`src/ofa_pkg.sv`:
```
// shared types, constants and helpers for the one's-complement float adder
package ofa_pkg;

  localparam logic [10:0] EXP_IND   = 11'o1777;
  localparam logic [10:0] EXP_OVR   = 11'o3777;
  localparam logic [11:0] EXP_BIAS  = 12'o2000;
  localparam logic signed [11:0] DBL_FLOOR = 12'sd975;  // 1717 octal
  localparam logic signed [11:0] DBL_SHIFT = 12'sd48;

  // classified item passed from front to back
  typedef struct packed {
    logic                special;
    logic [59:0]         special_word;
    logic [47:0]         big_coef;
    logic                big_neg;
    logic [47:0]         small_coef;
    logic                small_neg;
    logic [10:0]         shift_dist;
    logic signed [11:0]  eres;
    logic                rbit;
    logic                rnd;
    logic                dbl;
  } ofa_item_t;

  // biased exponent field to signed unbiased value
  function automatic logic signed [11:0] unbias(input logic [10:0] e);
    logic signed [11:0] t;
    t = $signed({1'b0, e}) - $signed(EXP_BIAS);
    return (t < 0) ? t + 12'sd1 : t;
  endfunction

  // signed unbiased exponent back to an 11-bit biased field
  function automatic logic [10:0] rebias(input logic signed [11:0] e);
    logic signed [11:0] t;
    t = e + $signed(EXP_BIAS) - ((e < 0) ? 12'sd1 : 12'sd0);
    return t[10:0];
  endfunction

endpackage

```
`src/ofa_front.sv`:
```
// front part: magnitudes, special operands, alignment distance
module ofa_front (
  input  logic [59:0]       operand_a,
  input  logic [59:0]       operand_b,
  input  logic              round_enable,
  input  logic              double_precision,
  output ofa_pkg::ofa_item_t item
);
  import ofa_pkg::*;

  logic [59:0]        a_m, b_m;
  logic               sa, sb;
  logic [10:0]        ea, eb;
  logic signed [11:0] ua, ub, diff;
  logic               a_big;

  always_comb begin
    sa   = operand_a[59];
    sb   = operand_b[59];
    a_m  = operand_a ^ {60{sa}};
    b_m  = operand_b ^ {60{sb}};
    ea   = a_m[58:48];
    eb   = b_m[58:48];
    ua   = unbias(ea);
    ub   = unbias(eb);
    a_big = (ua > ub);
    diff = a_big ? (ua - ub) : (ub - ua);

    item.special      = 1'b0;
    item.special_word = '0;
    if ((ea & EXP_IND) == EXP_IND) begin
      item.special = 1'b1;
      if (ea == EXP_IND || eb == EXP_IND || (eb == EXP_OVR && sa != sb)) begin
        item.special_word = {1'b0, EXP_IND, 48'b0};
      end else begin
        item.special_word = sa ? {1'b1, 59'b0} : {1'b0, EXP_OVR, 48'b0};
      end
    end else if ((eb & EXP_IND) == EXP_IND) begin
      item.special = 1'b1;
      if (eb == EXP_IND) begin
        item.special_word = {1'b0, EXP_IND, 48'b0};
      end else begin
        item.special_word = sb ? {1'b1, 59'b0} : {1'b0, EXP_OVR, 48'b0};
      end
    end

    item.big_coef   = a_big ? a_m[47:0] : b_m[47:0];
    item.big_neg    = a_big ? sa : sb;
    item.small_coef = a_big ? b_m[47:0] : a_m[47:0];
    item.small_neg  = a_big ? sb : sa;
    item.shift_dist = diff[10:0];
    item.eres       = a_big ? ua : ub;
    item.rbit       = round_enable & ((a_m[47] & b_m[47]) | (sa ^ sb));
    item.rnd        = round_enable;
    item.dbl        = double_precision;
  end

endmodule

```
`src/ofa_queue.sv`:
```
// short queue between front and back
module ofa_queue #(
  parameter int DEPTH = 2
) (
  input  logic               clk,
  input  logic               rst_n,
  input  logic               wr_en,
  input  ofa_pkg::ofa_item_t wr_item,
  output logic               full,
  input  logic               rd_en,
  output ofa_pkg::ofa_item_t rd_item,
  output logic               not_empty
);
  import ofa_pkg::*;

  localparam int PW = (DEPTH > 1) ? $clog2(DEPTH) : 1;
  localparam int CW = $clog2(DEPTH + 1);
  localparam logic [PW-1:0] LAST = PW'(DEPTH - 1);
  localparam logic [CW-1:0] FULLC = CW'(DEPTH);

  ofa_item_t     mem_r [DEPTH];
  logic [PW-1:0] wp_r, rp_r;
  logic [CW-1:0] cnt_r;

  assign full      = (cnt_r == FULLC);
  assign not_empty = (cnt_r != '0);
  assign rd_item   = mem_r[rp_r];

  always_ff @(posedge clk) begin
    if (wr_en) begin
      mem_r[wp_r] <= wr_item;
    end
  end

  always_ff @(posedge clk) begin
    if (!rst_n) begin
      wp_r  <= '0;
      rp_r  <= '0;
      cnt_r <= '0;
    end else begin
      if (wr_en) begin
        wp_r <= (wp_r == LAST) ? '0 : wp_r + 1'b1;
      end
      if (rd_en) begin
        rp_r <= (rp_r == LAST) ? '0 : rp_r + 1'b1;
      end
      if (wr_en && !rd_en) begin
        cnt_r <= cnt_r + 1'b1;
      end else if (rd_en && !wr_en) begin
        cnt_r <= cnt_r - 1'b1;
      end
    end
  end

endmodule

```
`src/ofa_back.sv`:
```
// back part: align and add stage, then carry, normalise and pack stage
module ofa_back (
  input  logic               clk,
  input  logic               rst_n,
  input  logic               ext_model,
  input  logic               in_valid,
  input  ofa_pkg::ofa_item_t in_item,
  output logic               in_take,
  output logic               out_valid,
  output logic [59:0]        out_word,
  input  logic               out_take
);
  import ofa_pkg::*;

  // stage 1 registers
  logic               v1_r;
  logic               sp1_r;
  logic [59:0]        spw1_r;
  logic [50:0]        hi1_r;
  logic [48:0]        lo1_r;
  logic signed [11:0] e1_r;
  logic               dbl1_r;
  // output registers
  logic               v2_r;
  logic [59:0]        word2_r;

  logic        adv2, adv1;
  logic [95:0] xv, xs;
  logic [49:0] hi, hiadd;
  logic [47:0] lo, loadd;
  logic [50:0] hi1_nxt;
  logic [48:0] lo1_nxt;

  assign adv2      = v1_r && (!v2_r || out_take);
  assign adv1      = !v1_r || adv2;
  assign in_take   = in_valid && adv1;
  assign out_valid = v2_r;
  assign out_word  = word2_r;

  // align the smaller coefficient and add into the two adder halves
  always_comb begin
    hi    = {2'b0, in_item.big_coef} ^ {50{in_item.big_neg}};
    lo    = {48{in_item.big_neg}} ^ {in_item.rnd, 47'b0};
    xv    = {in_item.small_coef, in_item.rbit, 47'b0};
    xs    = (in_item.shift_dist >= 11'd96) ? '0 : (xv >> in_item.shift_dist[6:0]);
    hiadd = {2'b0, xs[95:48]} ^ {50{in_item.small_neg}};
    loadd = xs[47:0] ^ {48{in_item.small_neg}};
    hi1_nxt = {1'b0, hi} + {1'b0, hiadd};
    lo1_nxt = {1'b0, lo} + {1'b0, loadd};
  end

  // carries, end-around carry, post-normalise and pack
  logic [51:0]        hi2, t2, hi3w;
  logic [47:0]        lo2, lo3, lf, lo_n;
  logic [48:0]        lo3w;
  logic [1:0]         c_ea;
  logic               neg;
  logic [49:0]        hf;
  logic signed [11:0] er_n;
  logic [59:0]        word2_nxt;

  always_comb begin
    hi2  = {1'b0, hi1_r} + {51'b0, lo1_r[48]};
    lo2  = lo1_r[47:0];
    t2   = hi2 + {51'b0, &lo2};
    c_ea = t2[51:50];
    lo3w = {1'b0, lo2} + {47'b0, c_ea};
    hi3w = hi2 + {51'b0, lo3w[48]};
    lo3  = lo3w[47:0];
    neg  = hi3w[49];
    hf   = hi3w[49:0] ^ {50{neg}};
    lf   = lo3 ^ {48{neg}};
    er_n = e1_r + {11'b0, hf[48]};
    lo_n = hf[48] ? {hf[0], lf[47:1]} : lf;
    if (sp1_r) begin
      word2_nxt = spw1_r;
    end else if (dbl1_r) begin
      if ((ext_model && e1_r < -DBL_FLOOR) || er_n < -DBL_FLOOR) begin
        word2_nxt = '0;
      end else begin
        word2_nxt = {1'b0, rebias(er_n - DBL_SHIFT), lo_n} ^ {60{neg}};
      end
    end else begin
      word2_nxt = {1'b0, rebias(er_n), (hf[48] ? hf[48:1] : hf[47:0])} ^ {60{neg}};
    end
  end

  always_ff @(posedge clk) begin
    if (adv1) begin
      sp1_r  <= in_item.special;
      spw1_r <= in_item.special_word;
      hi1_r  <= hi1_nxt;
      lo1_r  <= lo1_nxt;
      e1_r   <= in_item.eres;
      dbl1_r <= in_item.dbl;
    end
    if (adv2) begin
      word2_r <= word2_nxt;
    end
  end

  always_ff @(posedge clk) begin
    if (!rst_n) begin
      v1_r <= 1'b0;
      v2_r <= 1'b0;
    end else begin
      if (adv1) begin
        v1_r <= in_valid;
      end
      if (adv2) begin
        v2_r <= 1'b1;
      end else if (out_take) begin
        v2_r <= 1'b0;
      end
    end
  end

endmodule

```
`src/ones_complement_float_add.sv`:
```
// top level of the one's-complement floating adder
//
//  channel   direction  handshake          payload
//  in_       push side  in_push / in_full  in_operand_a, in_operand_b, in_round_enable,
//                                          in_double_precision
//  out_      pop side   out_pop / out_empty out_sum_word
//  cfg_      apb        cfg_psel/penable   register 0: extended_float_model (bit 0)
//
// one item a cycle sustained while out_pop keeps taking results; the result shows on the output
// after these registers in order: queue write at the accepting edge, align-and-add stage, pack stage
// synchronous active-low reset empties the queue and pipeline, model bit cleared
// a stalled output holds its item while the queue keeps taking new items
// until it fills
module ones_complement_float_add #(
  parameter int QUEUE_DEPTH = 2
) (
  input  logic        clk,
  input  logic        rst_n,
  // input channel
  input  logic        in_push,
  output logic        in_full,
  input  logic [59:0] in_operand_a,
  input  logic [59:0] in_operand_b,
  input  logic        in_round_enable,
  input  logic        in_double_precision,
  // result channel
  output logic        out_empty,
  input  logic        out_pop,
  output logic [59:0] out_sum_word,
  // configuration
  input  logic        cfg_psel,
  input  logic        cfg_penable,
  input  logic        cfg_pwrite,
  input  logic [2:0]  cfg_paddr,
  input  logic [31:0] cfg_pwdata,
  output logic [31:0] cfg_prdata,
  output logic        cfg_pready
);
  import ofa_pkg::*;

  logic      ext_model_r;
  ofa_item_t front_item, queue_item;
  logic      q_full, q_avail, q_take, out_valid, wr_en;

  // register 0 sits at byte address 0, register bit 0 only
  assign cfg_pready = 1'b1;
  assign cfg_prdata = (cfg_paddr[2] == 1'b0) ? {31'b0, ext_model_r} : '0;

  always_ff @(posedge clk) begin
    if (!rst_n) begin
      ext_model_r <= 1'b0;
    end else if (cfg_psel && cfg_penable && cfg_pwrite && cfg_paddr[2] == 1'b0) begin
      ext_model_r <= cfg_pwdata[0];
    end
  end

  // classify the incoming item
  ofa_front u_front (
    .operand_a        (in_operand_a),
    .operand_b        (in_operand_b),
    .round_enable     (in_round_enable),
    .double_precision (in_double_precision),
    .item             (front_item)
  );

  assign in_full = q_full;
  assign wr_en   = in_push && !q_full;

  // decouples acceptance from the arithmetic pipeline
  ofa_queue #(.DEPTH(QUEUE_DEPTH)) u_queue (
    .clk       (clk),
    .rst_n     (rst_n),
    .wr_en     (wr_en),
    .wr_item   (front_item),
    .full      (q_full),
    .rd_en     (q_take),
    .rd_item   (queue_item),
    .not_empty (q_avail)
  );

  // arithmetic pipeline with the output register at its end
  ofa_back u_back (
    .clk       (clk),
    .rst_n     (rst_n),
    .ext_model (ext_model_r),
    .in_valid  (q_avail),
    .in_item   (queue_item),
    .in_take   (q_take),
    .out_valid (out_valid),
    .out_word  (out_sum_word),
    .out_take  (out_pop)
  );

  assign out_empty = !out_valid;

endmodule
```
`config.mk`:
```
export PLATFORM = sky130hd
export DESIGN_NAME = ones_complement_float_add
export DESIGN_NICKNAME = d
export VERILOG_FILES = /design/src/ofa_pkg.sv /design/src/ofa_front.sv /design/src/ofa_queue.sv /design/src/ofa_back.sv /design/src/ones_complement_float_add.sv
export SDC_FILE = /design/constraint.sdc
export NUM_CORES = 2
export LEC_CHECK = 0
export ABC_AREA = 0
export ABC_CLOCK_PERIOD_IN_PS = 16300
export BUFFER_PORTS_ARGS = -buffer_cell sky130_fd_sc_hd__buf_2
export CAP_MARGIN = 5
export CORE_MARGIN = 2
export CORE_UTILIZATION = 30
export DETAILED_ROUTE_END_ITERATION = 10
export GPL_TIMING_DRIVEN = 0
export PLACE_DENSITY_LB_ADDON = 0.05
export SYNTH_ARGS = -nofsm -noshare
export SYNTH_HDL_FRONTEND = slang
export SYNTH_SLANG_ARGS = --single-unit
```
`constraint.sdc`:
```
create_clock -name clk -period 16.3 [get_ports clk]
set_clock_uncertainty 0.2 [all_clocks]
set_input_delay 0.815 -clock clk [delete_from_list [all_inputs] [get_ports clk]]
set_output_delay 0.815 -clock clk [all_outputs]
set_load 0.01 [all_outputs]
```
==> results by group <==
Status
  – Status: complete, no violations

Clock network
  – Clock Tree Buf Depth: 3
  – Clock sink total: 441
  – Setup repair bufs after CTS: 0
  – Number of hold buffers added after cts: 0
  – Clock slew at reported path FFs: 0.06 ns
  – H-tree Lvls: 2
  – Num CTS Buffers: 52
  – Clock Latency Late Sink: 0.65 ns
  – CTS tree: yes
  – CTS root buffer: clkbuf_16

Synth
  – Mapped cell area: 36,800 um^2
  – Yosys warnings: 0
  – Sequential share of the synthesized area: 35.8%
  – Distinct cells, synth: 87
  – Mapped Cells: 3,896
  – #FFs+latches synth: 441
  – EDFF count, synth: 433
  – Fraction of registers with async set/reset: 0%
  – Mean Syn Cell Area: 9.44 um^2
  – Primary FF master, synth: edfxtp_1

Placed design
  – GPL Wtd Cong: 0.950
  – Setup WS pre-CTS: -0.398 ns
  – Port-buffer cells: 189
  – DP Area: 40,200 um^2
  – Post-DP HPWL: 115,000 um

Die
  – Die Wd: 354 um
  – # IOs: 259
  – Die Y: 354 um
  – Core area: 122,000 um^2
  – Total Die Area: 125,000 um^2
  – Row count: 128
  – Initial Util: 30.2%

Detailed routing
  – DRC: 0
  – DRT Pass-1 Iters: 5
  – Post-Route WL: 139,000 um
  – Avg WL per Cell: 23.7 um
  – Via Count: 30.0k
  – Vias per inst: 5.13
  – Post-DRT Antenna Nets: 0
  – First DRT Iteration DRCs: 2,068

Critical path
  – Slowest stage delay, CP: 0.65 ns
  – Crit Path Category: reg -> reg
  – CP arrival: 15.29 ns
  – Crit path max-delay family: simple AND/OR/NAND/NOR gates
  – Startpoint types: register
  – Worst Path Buf+Inv: 7
  – Data required time of the worst path: 16.50 ns
  – Worst-path fanout max: 10
  – CP endpoint kind: register
  – CP most frequent cell: ha_1
  – Worst path slowest cell: or4b_1

Layout
  – Most frequent cells in the layout: edfxtp_1, xnor2_1, mux2i_1
  – Ant. Diodes: 0
  – Layout cells sized above 1: 11.2%
  – Area delta synth->final: 14.0%
  – Fin area: 41,900 um^2
  – Nets: 4,510
  – Most common cell after layout, fill and taps aside: edfxtp_1
  – Fin util: 34.5%

Worst hold path
  – Hold/Removal Path Class: in -> reg

GRT
  – Largest net degree at the start of global routing: 67
  – Vias in the first global route: 30.1k
  – GRT overflow: 0
  – Global-route wire length before repair: 203,000 um
  – Tot GR Track Use: 21.5%
  – Initial antenna violation count: 1

STA
  – Slew @ Worst Pin: 1.31 ns
  – Min cycle time layout: 15.09 ns
  – Final WS setup: 1.21 ns
  – Final period utilization: 92.6%
  – RSZ-0062 raised after global routing: false
  – Worst slew margin relative to its limit: 12.6%
  – FMAX: 66.3 MHz
  – Setup_tns: 0 ns
  – Min Hold Slack: 0.165 ns
  – Setup violators final: 0
  – Final hold vios: 0
  – Max-slew violation count: 0

Pwr
  – Power Density: 247 nW/um^2
  – Leak: 15.7 nW
  – VDD IR max: 0.0863 mV

Run
  – Max capacitance violation total: 0
repair_timing:
action | in CTS | in global routing
endpoints found under the setup margin | 4 | 23
resized for setup | 2 | 10
pin swaps | 0 | 0
routing by layer:
metal	GRT usage [%]	vias to the layer above	routed length, um	share of wire [%]
met5	0	-	0	0
met3	1.80	185	4500	3.2
li1	-	14800	-	-
met4	7.70	0	5150	3.7
met2	36.3	719	64700	47
met1	28.9	14300	64200	46
registers in the layout, summed over array words and instances, names as in the netlist, named ones only:
register / cells
u_queue.cnt_r: 2
u_back.out_word: 60
u_queue.mem_r: 256
u_back.spw1_r: 3
u_back.out_valid: 1
u_queue.wp_r: 1
ext_model_r: 1
u_back.hi1_r: 51
u_queue.rp_r: 1
u_back.lo1_r: 49
u_back.e1_r: 12
u_back.sp1_r: 1
u_back.v1_r: 1
u_back.dbl1_r: 1
cell type report:
| class | count | area (um^2) |
|---|---|---|
| Clock inverter | 28 | 320 |
| Buffer | 247 | 1100 |
| Multi-Input combinational cell | 3134 | 22300 |
| Sequential cell | 441 | 13200 |
| Tap cell | 1625 | 2030 |
| Inverter | 104 | 390 |
| Timing Repair Buffer | 202 | 1220 |
| Clock buffer | 66 | 1390 |
| Fill cell | 12700 | 79800 |
worst paths after layout:
path                              start  slack, ns                  end  depth (start not counted)
hold reg to reg   u_queue.mem_r[1][184]       0.32         u_back.sp1_r                          1
hold / removal      in_double_precision       0.16  u_queue.mem_r[0][0]                          1
setup reg to reg       u_back.lo1_r[48]       1.21  u_back.out_word[57]                         59
setup / recovery       u_back.lo1_r[48]       1.21  u_back.out_word[57]                         59
cell families (layout without fill, tap and decap cells):
| logic type | Yosys count | after routing | synth area share (%) |
|---|---|---|---|
| AO/OA/AOI/OAI | 854 | 854 | 14.7 |
| XOR/XNOR | 547 | 547 | 13.0 |
| adder cells (fa/ha/maj) | 164 | 164 | 5.72 |
| buffers and inverters | 351 | 647 | 4.04 |
| flip-flops | 441 | 441 | 35.8 |
| multiplexers | 435 | 435 | 12.2 |
| other | 2 | 32 | 0.0204 |
| AND/OR/NAND/NOR | 1102 | 1102 | 14.5 |
cell usage after synthesis, types with 101 or more instances:
cell type  number  share of area [%]
clkbuf_1      152                1.6
edfxtp_1      433                 35
inv_1         101                1.0
nor2_1        300                3.1
ha_1          157                5.3
mux2i_1       337                9.2
a21oi_1       265                3.6
xnor2_1       389                9.3
nand2_1       315                3.2
o21ai_0       166                2.3
xor2_1        158                3.8
report_power, final:
part | leakage (nW) | switching, mW | internal [mW]
Combinational | 10.6 | 4.48 | 2.54
Sequential | 4.26 | 0.265 | 1.88
Clock | 0.824 | 0.479 | 0.696
stage by stage:
stage	total power, mW	std cells
2_1_floorplan	6.82	3926
3_3_place_gp	9.16	5740
3_5_place_dp	9.11	5753
4_1_cts	10.3	5847
5_1_grt	11.1	5847
6_report	10.3	5847
(Power assumes the default switching activity.)
